`config.mk`:
```
export PLATFORM = sky130hd
export DESIGN_NAME = virtio_block_mmio_registers_core
export DESIGN_NICKNAME = d
export VERILOG_FILES = /design/src/rtl/core/vbmr_pkg.sv /design/src/rtl/core/vbmr_regs.sv /design/src/rtl/core/vbmr_out_buf.sv /design/src/rtl/core/virtio_block_mmio_registers_core.sv
export SDC_FILE = /design/constraint.sdc
export NUM_CORES = 2
export LEC_CHECK = 0
export ABC_AREA = 1
export BUFFER_PORTS_ARGS = -buffer_cell sky130_fd_sc_hd__buf_2
export CAP_MARGIN = 20
export CORE_ASPECT_RATIO = 0.9
export CORE_UTILIZATION = 40
export DETAILED_ROUTE_END_ITERATION = 10
export GPL_TIMING_DRIVEN = 0
export HOLD_SLACK_MARGIN = 0.02
export SLEW_MARGIN = 20
export SYNTH_ARGS = -nofsm -noshare
export SYNTH_HDL_FRONTEND = slang
export SYNTH_SLANG_ARGS = --single-unit
```
`constraint.sdc`:
```
create_clock -name i_clk -period 32.2 [get_ports i_clk]
set_input_delay 3.22 -clock i_clk [delete_from_list [all_inputs] [get_ports i_clk]]
set_output_delay 3.22 -clock i_clk [all_outputs]
set_load 0.05 [all_outputs]
```
`src/rtl/core/vbmr_pkg.sv`:
```
// Shared types and constants for the virtio block MMIO register core.
// Holds the register map, access codes and the result beat layout.
// No dependencies.
`default_nettype none

package vbmr_pkg;

    // Access kind carried in s_axis_tuser
    typedef enum logic {
        OP_READ  = 1'b0,
        OP_WRITE = 1'b1
    } t_opcode;

    // Access sizes in bytes
    localparam logic [3:0] ACCESS_WORD  = 4'd4;
    localparam logic [3:0] ACCESS_DWORD = 4'd8;

    // Fixed identity values
    localparam logic [31:0] BLK_MAGIC      = 32'h7472_6976;
    localparam logic [31:0] VERSION_VALUE  = 32'd2;
    localparam logic [31:0] DEV_TYPE_BLOCK = 32'd2;
    localparam logic [31:0] DEV_VENDOR     = 32'h554d_4551;
    localparam logic [31:0] MAX_QUEUE_SIZE = 32'd8;

    localparam logic [31:0] STATUS_FEATURES_OK = 32'h0000_0008;

    // Register offsets within the window
    localparam logic [11:0] OFF_MAGIC      = 12'h000;
    localparam logic [11:0] OFF_VERSION    = 12'h004;
    localparam logic [11:0] OFF_DEV_TYPE   = 12'h008;
    localparam logic [11:0] OFF_VENDOR     = 12'h00c;
    localparam logic [11:0] OFF_FEATURES   = 12'h010;
    localparam logic [11:0] OFF_QUEUE_SEL  = 12'h030;
    localparam logic [11:0] OFF_QUEUE_MAX  = 12'h034;
    localparam logic [11:0] OFF_QUEUE_SIZE = 12'h038;
    localparam logic [11:0] OFF_QUEUE_RDY  = 12'h044;
    localparam logic [11:0] OFF_NOTIFY     = 12'h050;
    localparam logic [11:0] OFF_IRQ_STATUS = 12'h060;
    localparam logic [11:0] OFF_IRQ_ACK    = 12'h064;
    localparam logic [11:0] OFF_STATUS     = 12'h070;
    localparam logic [11:0] OFF_DESC_LO    = 12'h080;
    localparam logic [11:0] OFF_DESC_HI    = 12'h084;
    localparam logic [11:0] OFF_AVAIL_LO   = 12'h090;
    localparam logic [11:0] OFF_AVAIL_HI   = 12'h094;
    localparam logic [11:0] OFF_USED_LO    = 12'h0a0;
    localparam logic [11:0] OFF_USED_HI    = 12'h0a4;

    // Config space
    localparam logic [11:0] OFF_CFG_BASE   = 12'h100;
    localparam logic [11:0] CFG_CAP_LO     = 12'h000;
    localparam logic [11:0] CFG_CAP_HI     = 12'h004;

    localparam int CAP_W      = 48;
    localparam int TDATA_IN_W = 48;

    // Result beat; last member sits in the lowest bits
    typedef struct packed {
        logic [63:0] used_base;
        logic [63:0] available_base;
        logic [63:0] descriptor_base;
        logic [31:0] queue_size;
        logic        engine_reset;
        logic        queue_kick;
        logic        interrupt_line;
        logic        access_fault;
        logic [63:0] read_data;
    } t_result;

    localparam int RESULT_W    = $bits(t_result);
    localparam int TDATA_OUT_W = ((RESULT_W + 7) / 8) * 8;

endpackage

`default_nettype wire

```
`src/rtl/core/vbmr_regs.sv`:
```
// Register state and access decode for the virtio block MMIO core.
// Depends on vbmr_pkg; register state other than capacity advances only on an accepted access beat.
`default_nettype none

module vbmr_regs (
    input  wire logic                   i_clk,
    input  wire logic                   i_rst_n,
    input  wire logic                   i_cfg_wr_en,
    input  wire logic [47:0]            i_cfg_wr_data,
    input  wire logic                   i_accept,
    input  wire vbmr_pkg::t_opcode      i_opcode,
    input  wire logic [11:0]            i_reg_offset,
    input  wire logic [3:0]             i_access_bytes,
    input  wire logic [31:0]            i_write_data,
    output vbmr_pkg::t_result           o_result
);
    import vbmr_pkg::*;

    logic [CAP_W-1:0] r_capacity;
    logic [31:0]      r_status,    n_status;
    logic [31:0]      r_qsize,     n_qsize;
    logic [31:0]      r_qready,    n_qready;
    logic [31:0]      r_irq_bits,  n_irq_bits;
    logic [63:0]      r_desc,      n_desc;
    logic [63:0]      r_avail,     n_avail;
    logic [63:0]      r_used,      n_used;
    logic             r_irq_line,  n_irq_line;

    logic [63:0] rd_data;
    logic        fault;
    logic        kick;
    logic        eng_rst;
    logic        size_ok;
    logic        is_cfg;
    logic [11:0] cfg_off;
    logic [31:0] acked_bits;

    assign size_ok    = (i_access_bytes == ACCESS_WORD);
    assign is_cfg     = (i_reg_offset >= OFF_CFG_BASE);
    assign cfg_off    = i_reg_offset - OFF_CFG_BASE;
    assign acked_bits = r_irq_bits & ~i_write_data;

    always_comb begin
        n_status   = r_status;
        n_qsize    = r_qsize;
        n_qready   = r_qready;
        n_irq_bits = r_irq_bits;
        n_desc     = r_desc;
        n_avail    = r_avail;
        n_used     = r_used;
        n_irq_line = r_irq_line;
        rd_data    = 64'd0;
        fault      = 1'b0;
        kick       = 1'b0;
        eng_rst    = 1'b0;

        if (i_opcode == OP_READ) begin
            if (is_cfg) begin
                // config space reads never fault
                if (cfg_off == CFG_CAP_LO && i_access_bytes == ACCESS_DWORD) begin
                    rd_data = {16'd0, r_capacity};
                end else if (cfg_off == CFG_CAP_LO && size_ok) begin
                    rd_data = {32'd0, r_capacity[31:0]};
                end else if (cfg_off == CFG_CAP_HI && size_ok) begin
                    rd_data = {48'd0, r_capacity[47:32]};
                end
            end else if (!size_ok) begin
                fault = 1'b1;
            end else begin
                unique case (i_reg_offset)
                    OFF_MAGIC:      rd_data = {32'd0, BLK_MAGIC};
                    OFF_VERSION:    rd_data = {32'd0, VERSION_VALUE};
                    OFF_DEV_TYPE:   rd_data = {32'd0, DEV_TYPE_BLOCK};
                    OFF_VENDOR:     rd_data = {32'd0, DEV_VENDOR};
                    OFF_FEATURES:   rd_data = 64'd0;
                    OFF_QUEUE_MAX:  rd_data = {32'd0, MAX_QUEUE_SIZE};
                    OFF_QUEUE_RDY:  rd_data = {32'd0, r_qready};
                    OFF_IRQ_STATUS: rd_data = {32'd0, r_irq_bits};
                    OFF_STATUS:     rd_data = {32'd0, r_status};
                    default:        rd_data = 64'd0;
                endcase
            end
        end else if (!size_ok) begin
            fault = 1'b1;
        end else begin
            unique case (i_reg_offset)
                OFF_QUEUE_SIZE: n_qsize  = i_write_data;
                OFF_QUEUE_RDY:  n_qready = i_write_data;
                OFF_DESC_LO:    n_desc   = {r_desc[63:32], i_write_data};
                OFF_DESC_HI:    n_desc   = {i_write_data, r_desc[31:0]};
                OFF_AVAIL_LO:   n_avail  = {r_avail[63:32], i_write_data};
                OFF_AVAIL_HI:   n_avail  = {i_write_data, r_avail[31:0]};
                OFF_USED_LO:    n_used   = {r_used[63:32], i_write_data};
                OFF_USED_HI:    n_used   = {i_write_data, r_used[31:0]};
                OFF_NOTIFY: begin
                    if (r_qsize != 32'd0) begin
                        kick       = 1'b1;
                        n_irq_bits = r_irq_bits | 32'd1;
                        n_irq_line = 1'b1;
                    end
                end
                OFF_IRQ_ACK: begin
                    n_irq_bits = acked_bits;
                    if (acked_bits == 32'd0) begin
                        n_irq_line = 1'b0;
                    end
                end
                OFF_STATUS: begin
                    n_status = i_write_data;
                    if (i_write_data == 32'd0) begin
                        // device reset; line kept until acked
                        n_qsize    = 32'd0;
                        n_qready   = 32'd0;
                        n_irq_bits = 32'd0;
                        n_desc     = 64'd0;
                        n_avail    = 64'd0;
                        n_used     = 64'd0;
                        eng_rst    = 1'b1;
                    end else if ((i_write_data & STATUS_FEATURES_OK) != 32'd0) begin
                        n_status = i_write_data | STATUS_FEATURES_OK;
                    end
                end
                default: ;
            endcase
        end
    end

    always_ff @(posedge i_clk) begin
        if (!i_rst_n) begin
            r_capacity <= '0;
            r_status   <= '0;
            r_qsize    <= '0;
            r_qready   <= '0;
            r_irq_bits <= '0;
            r_desc     <= '0;
            r_avail    <= '0;
            r_used     <= '0;
            r_irq_line <= 1'b0;
        end else begin
            if (i_cfg_wr_en) begin
                r_capacity <= i_cfg_wr_data;
            end
            if (i_accept) begin
                r_status   <= n_status;
                r_qsize    <= n_qsize;
                r_qready   <= n_qready;
                r_irq_bits <= n_irq_bits;
                r_desc     <= n_desc;
                r_avail    <= n_avail;
                r_used     <= n_used;
                r_irq_line <= n_irq_line;
            end
        end
    end

    always_comb begin
        o_result.read_data       = rd_data;
        o_result.access_fault    = fault;
        o_result.interrupt_line  = n_irq_line;
        o_result.queue_kick      = kick;
        o_result.engine_reset    = eng_rst;
        o_result.queue_size      = n_qsize;
        o_result.descriptor_base = n_desc;
        o_result.available_base  = n_avail;
        o_result.used_base       = n_used;
    end

    // pending interrupt bits always come with the line raised
    a_bits_imply_line: assert property (@(posedge i_clk) disable iff (!i_rst_n)
        (r_irq_bits != 32'd0) |-> r_irq_line)
        else $error("irq status bits set with line low");

    a_kick_raises_line: assert property (@(posedge i_clk) disable iff (!i_rst_n)
        o_result.queue_kick |-> (o_result.interrupt_line && r_qsize != 32'd0))
        else $error("kick without interrupt or queue size");

    a_reset_clears: assert property (@(posedge i_clk) disable iff (!i_rst_n)
        (i_accept && o_result.engine_reset) |=>
            (r_qsize == 32'd0 && r_desc == 64'd0 && r_avail == 64'd0
             && r_used == 64'd0 && r_irq_bits == 32'd0))
        else $error("engine reset left queue state");

    a_fault_no_change: assert property (@(posedge i_clk) disable iff (!i_rst_n)
        (i_accept && o_result.access_fault) |=>
            ($stable(r_status) && $stable(r_qsize) && $stable(r_irq_line)))
        else $error("faulting access changed state");

endmodule

`default_nettype wire

```
`src/rtl/core/vbmr_out_buf.sv`:
```
// Two-entry result buffer (output register plus skid stage).
// Depends on vbmr_pkg for the result beat type.
`default_nettype none

module vbmr_out_buf (
    input  wire logic          i_clk,
    input  wire logic          i_rst_n,
    input  wire logic          i_valid,
    output logic               o_ready,
    input  wire vbmr_pkg::t_result i_data,
    output logic               o_valid,
    input  wire logic          i_ready,
    output vbmr_pkg::t_result  o_data
);
    import vbmr_pkg::*;

    logic    r_main_valid;
    logic    r_skid_valid;
    t_result r_main;
    t_result r_skid;
    logic    stalled;
    logic    take;

    assign o_ready = !r_skid_valid;
    assign o_valid = r_main_valid;
    assign o_data  = r_main;
    assign stalled = r_main_valid && !i_ready;
    assign take    = i_valid && !r_skid_valid;

    always_ff @(posedge i_clk) begin
        if (!i_rst_n) begin
            r_main_valid <= 1'b0;
            r_skid_valid <= 1'b0;
        end else if (stalled) begin
            if (take) begin
                r_skid_valid <= 1'b1;
            end
        end else if (r_skid_valid) begin
            r_main_valid <= 1'b1;
            r_skid_valid <= 1'b0;
        end else begin
            r_main_valid <= take;
        end
    end

    always_ff @(posedge i_clk) begin
        if (stalled) begin
            if (take) begin
                r_skid <= i_data;
            end
        end else if (r_skid_valid) begin
            r_main <= r_skid;
        end else if (take) begin
            r_main <= i_data;
        end
    end

    a_skid_needs_main: assert property (@(posedge i_clk) disable iff (!i_rst_n)
        r_skid_valid |-> r_main_valid)
        else $error("skid holds a beat with the output register empty");

    a_stall_holds: assert property (@(posedge i_clk) disable iff (!i_rst_n)
        (r_main_valid && !i_ready) |=> (r_main_valid && $stable(r_main)))
        else $error("stalled output beat changed");

    a_skid_drains: assert property (@(posedge i_clk) disable iff (!i_rst_n)
        (r_skid_valid && i_ready) |=> (!r_skid_valid && r_main == $past(r_skid)))
        else $error("skid beat not moved to output");

endmodule

`default_nettype wire

```
`src/rtl/core/virtio_block_mmio_registers_core.sv`:
```
// Top level of the virtio block MMIO register core.
// Depends on vbmr_pkg, vbmr_regs and vbmr_out_buf.
//
// Usage:
//   s_axis carries one bus access per beat: tuser[0] is the access kind
//   (0 read, 1 write), tdata the offset, size and write data. m_axis returns
//   one result beat per access: read data, fault flag, interrupt level, the
//   kick and engine-reset pulses, and the queue size and ring bases as they
//   stand after the access.
//   Capacity (in 512-byte sectors) is loaded through i_cfg_wr_en /
//   i_cfg_wr_data while no access is in flight.
// Timing:
//   An access is decoded and applied in the cycle it is accepted; its result beat
//   is registered in the output register, or the skid stage on a stall. With
//   m_axis_tready high one beat per cycle is sustained; the buffer holds two beats.
// Stall:
//   With m_axis_tready low one further beat is taken into the skid stage,
//   then s_axis_tready drops until the output drains. State other than capacity moves
//   only on accepted beats, so stalls never alter results.
// Reset:
//   Synchronous, active low. All queue registers, ring bases, interrupt state
//   and capacity clear to zero; both buffer entries are emptied.
`default_nettype none

module virtio_block_mmio_registers_core (
    input  wire logic          i_clk,
    input  wire logic          i_rst_n,
    // configuration write
    input  wire logic          i_cfg_wr_en,
    input  wire logic [47:0]   i_cfg_wr_data,   // capacity_sectors
    // access beats in
    input  wire logic          s_axis_tvalid,
    output logic               s_axis_tready,
    input  wire logic [47:0]   s_axis_tdata,    // reg_offset[11:0], access_bytes[15:12],
                                                // write_data[47:16]
    input  wire logic [0:0]    s_axis_tuser,    // opcode[0]
    // result beats out
    output logic               m_axis_tvalid,
    input  wire logic          m_axis_tready,
    output logic [295:0]       m_axis_tdata     // read_data[63:0], access_fault[64],
                                                // interrupt_line[65], queue_kick[66],
                                                // engine_reset[67], queue_size[99:68],
                                                // descriptor_base[163:100],
                                                // available_base[227:164],
                                                // used_base[291:228], zero pad
);
    import vbmr_pkg::*;

    logic    in_accept;
    t_result w_result;
    t_result w_out;

    // an access is taken whenever the buffer has room
    assign in_accept = s_axis_tvalid && s_axis_tready;

    vbmr_regs u_regs (
        .i_clk          (i_clk),
        .i_rst_n        (i_rst_n),
        .i_cfg_wr_en    (i_cfg_wr_en),
        .i_cfg_wr_data  (i_cfg_wr_data),
        .i_accept       (in_accept),
        .i_opcode       (t_opcode'(s_axis_tuser[0])),
        .i_reg_offset   (s_axis_tdata[11:0]),
        .i_access_bytes (s_axis_tdata[15:12]),
        .i_write_data   (s_axis_tdata[47:16]),
        .o_result       (w_result)
    );

    vbmr_out_buf u_out_buf (
        .i_clk   (i_clk),
        .i_rst_n (i_rst_n),
        .i_valid (s_axis_tvalid),
        .o_ready (s_axis_tready),
        .i_data  (w_result),
        .o_valid (m_axis_tvalid),
        .i_ready (m_axis_tready),
        .o_data  (w_out)
    );

    // struct already packs read_data lowest; pad up to whole bytes
    assign m_axis_tdata = {{(TDATA_OUT_W - RESULT_W){1'b0}}, w_out};

endmodule

`default_nettype wire
```
==> run summary <==
Share of post-route cells with drive strength above 1: 12.2%
Vias after detailed routing: 35.8k
Largest fanout on the critical path: 23
Synthesized area per cell: 8.25 um^2
Portion of the post-synthesis area used by sequential elements: 58.6%
Signed area change from the synthesized netlist to the final layout: 18.8%
Via count of the first global-routing pass: 31.9k
Most numerous cell types in the synthesized netlist: sky130_fd_sc_hd__nand2_1 (1530), sky130_fd_sc_hd__nor2_1 (773), sky130_fd_sc_hd__edfxtp_1 (552)
Yosys warning total: 0
Total Routed Length: 142000 um
Total Nets Final: 5589
Post-synth ARST share: 0%
Post-synth top area cell: sky130_fd_sc_hd__edfxtp_1
Filler Cells Inserted: 9959
Unique masters post-synth: 38
Finished layout cell area: 48700 um^2
Total placed instance area: 45200 um^2
Cts-stage hold buffer count: 0
CP Capture Type: flip-flop
Row count: 111
Initial antenna violation count: 22
Multi-input gate area in the final layout: 13900 um^2
Number of enable flip-flop cells after synthesis: 552
GRT Util Overall: 26.5%
WL/cell: 20.5 um
Global-route wire length before repair: 205000 um
Post-synth design cell area: 41000 um^2
Post-route ant nets: 0
Overall die area: 104000 um^2
Count of cells resized by post-cts repair: 0
Dominant cells by area after synthesis: sky130_fd_sc_hd__edfxtp_1 (40%), sky130_fd_sc_hd__dfxtp_1 (18%), sky130_fd_sc_hd__nand2_1 (14%), sky130_fd_sc_hd__nor2_1 (7.1%), sky130_fd_sc_hd__inv_1 (4.5%)
Setup TNS: 0 ns
Largest net degree at the start of global routing: 30
Clock edge transition at the registers on the reported setup and hold paths: 0.06 ns
Vertical die dimension: 306 um
Total grt overflow: 0
Number of buffers created by CTS: 103
Hold crit path type: reg2reg
DRC violation count after routing: 4
Outcome: finished with violations
Clock Path Buffers: 3
Number of buffers added on ports: 367
Post-synthesis cell count: 4967
Pwr Density: 59.6 nW/um^2
Mean number of vias per cell: 5.16
Share of the synthesized area in the top cell type: 40.5%
Total area of sequential cells: 24000 um^2
Most frequent cell after synthesis: sky130_fd_sc_hd__nand2_1
Category of the most critical setup path: in2reg
Failing checks: design-rule violations
CP Launch Type: input port
Half-perimeter wire length of the detailed placement result: 103000 um
Cell count of the worst reg-to-reg path: 9
Final number of setup-violating endpoints: 0
Num Clock Sinks: 923
Width of the die: 339 um
Worst skew pair latency: 0.70 ns
Req. time, crit path: 32.58 ns
Iter 0 DRT Violations: 4204
Max Clk Rate: 160 MHz
Synth Register Bits: 923
Top-level I/O count: 400
Unrepaired setup endpoints after global routing: false
Final hold viol count: 0
Final weighted congestion in routability-driven placement: 0.969
Dominant register cell in the synthesized netlist: sky130_fd_sc_hd__edfxtp_1
Max-cap violation count: 0
Slew HR: 16.1%
Final worst path period need: 6.26 ns
Endpoint arrival time on the critical path: 6.64 ns
Share of the clock period used by the worst path after layout: 19.4%
Clock skew: 0.0334 ns
Worst-case vdd ir drop: 0.0395 mV
Initial cell density of the core: 40.3%
Number of levels the H-tree was split into: 3
Slew at the pin with the worst max-slew slack: 1.26 ns
LEAKAGE: 0.0226 uW
Post-CTS setup-driven buffer insertion count: 0
Placeable core region: 102000 um^2
Pins over their slew limit: 0
CTS tree: yes
1st-pass router iterations: 9
Clk root buf: sky130_fd_sc_hd__clkbuf_16
Hold Path Cell Cnt: 2
layout make-up:
class | count | share of cell area (%)
timing repair buffer | 396 | 5.03
buffer | 300 | 2.68
sequential | 923 | 49.3
antenna | 4 | 0.0206
clock inverter | 49 | 1.13
tap | 1356 | 3.48
clock buffer | 145 | 5.93
inverter | 509 | 3.92
multi-input combinational | 3254 | 28.5
layout by cell type (no fill, tap or decap), types with 70 or more instances in the layout:
| cell type | n |
|---|---|
| sky130_fd_sc_hd__nand2_1 | 1530 |
| sky130_fd_sc_hd__nor2_1 | 765 |
| sky130_fd_sc_hd__edfxtp_1 | 552 |
| sky130_fd_sc_hd__inv_1 | 493 |
| sky130_fd_sc_hd__buf_2 | 420 |
| sky130_fd_sc_hd__dfxtp_1 | 371 |
| sky130_fd_sc_hd__nand3_1 | 276 |
| sky130_fd_sc_hd__clkbuf_1 | 204 |
| sky130_fd_sc_hd__o21ai_0 | 183 |
| sky130_fd_sc_hd__a21oi_1 | 129 |
| sky130_fd_sc_hd__a31oi_1 | 126 |
| sky130_fd_sc_hd__clkbuf_16 | 107 |
| sky130_fd_sc_hd__nand4_1 | 70 |
report_power, final:
| part | switching (uW) | internal (uW) | leakage, uW | total [uW] |
|---|---|---|---|---|
| combinational | 269 | 78.2 | 0.0126 | 347 |
| sequential | 23.5 | 1320 | 0.00831 | 1350 |
| clock | 497 | 714 | 0.00166 | 1210 |
| total | 790 | 2110 | 0.0226 | 2900 |
metal layers:
| metal | vias to the layer above | wire length [um] | track usage, % |
|---|---|---|---|
| met1 | 16800 | 60600 | 37.3 |
| met4 | 26 | 4390 | 8.23 |
| met2 | 1658 | 63300 | 40.7 |
| met5 | - | 158 | 0 |
| met3 | 253 | 13900 | 5.53 |
| li1 | 17100 | - | - |
state kept, by name (all words and copies together), names as in the netlist, 48 cells and up:
register and cells:
u_regs.r_used 64, u_out_buf.r_skid 276, u_regs.r_capacity 48, u_regs.r_avail 64, u_out_buf.o_data 276, u_regs.r_desc 64
final timing paths:
kind	end	start	slack [ns]
worst max register to register	u_out_buf.r_skid[86]$_DFFE_PP_	u_out_buf.r_skid_valid$_SDFFE_PN0P_	28.07
worst min register to register	u_regs.r_status[20]$_SDFFE_PN0P_	u_regs.r_status[20]$_SDFFE_PN0P_	0.44
worst min-delay path	u_regs.r_status[20]$_SDFFE_PN0P_	u_regs.r_status[20]$_SDFFE_PN0P_	0.44
worst max-delay path	u_out_buf.r_skid[86]$_DFFE_PP_	s_axis_tvalid	25.94
stage by stage:
| stage | total power, uW | utilization [%] | instances | hold WS [ns] | setup slack (ns) |
|---|---|---|---|---|---|
| floorplan | 1610 | - | 4986 | 0.424 | 15.76 |
| global placement | 1720 | 43.9 | 6709 | 0.434 | 7.45 |
| detailed placement | 1710 | 44.5 | 6737 | 0.437 | 25.29 |
| CTS | 2920 | 47.9 | 6931 | 0.446 | 25.93 |
| global route | 2990 | 47.9 | 6934 | 0.459 | 25.87 |
| finish | 2900 | 47.9 | 6936 | 0.444 | 25.94 |
worst max-delay path, stage by stage:
cell                       delay [ns]
sky130_fd_sc_hd__buf_2           0.12
sky130_fd_sc_hd__inv_1           0.05
sky130_fd_sc_hd__nor2_2          0.57
sky130_fd_sc_hd__inv_1           0.40
sky130_fd_sc_hd__buf_1           0.49
sky130_fd_sc_hd__clkbuf_1        0.40
sky130_fd_sc_hd__nor2_4          0.63
sky130_fd_sc_hd__buf_12          0.28
sky130_fd_sc_hd__buf_12          0.21
sky130_fd_sc_hd__buf_12          0.21
logic make-up after synthesis:
family                 after synthesis  synth area share (%)
AO/OA/AOI/OAI                      523                  7.13
buffers and inverters              809                  7.80
flip-flops                         923                  58.6
other                                1               0.00915
AND/OR/NAND/NOR                   2711                  26.5
(Power assumes the default switching activity.)
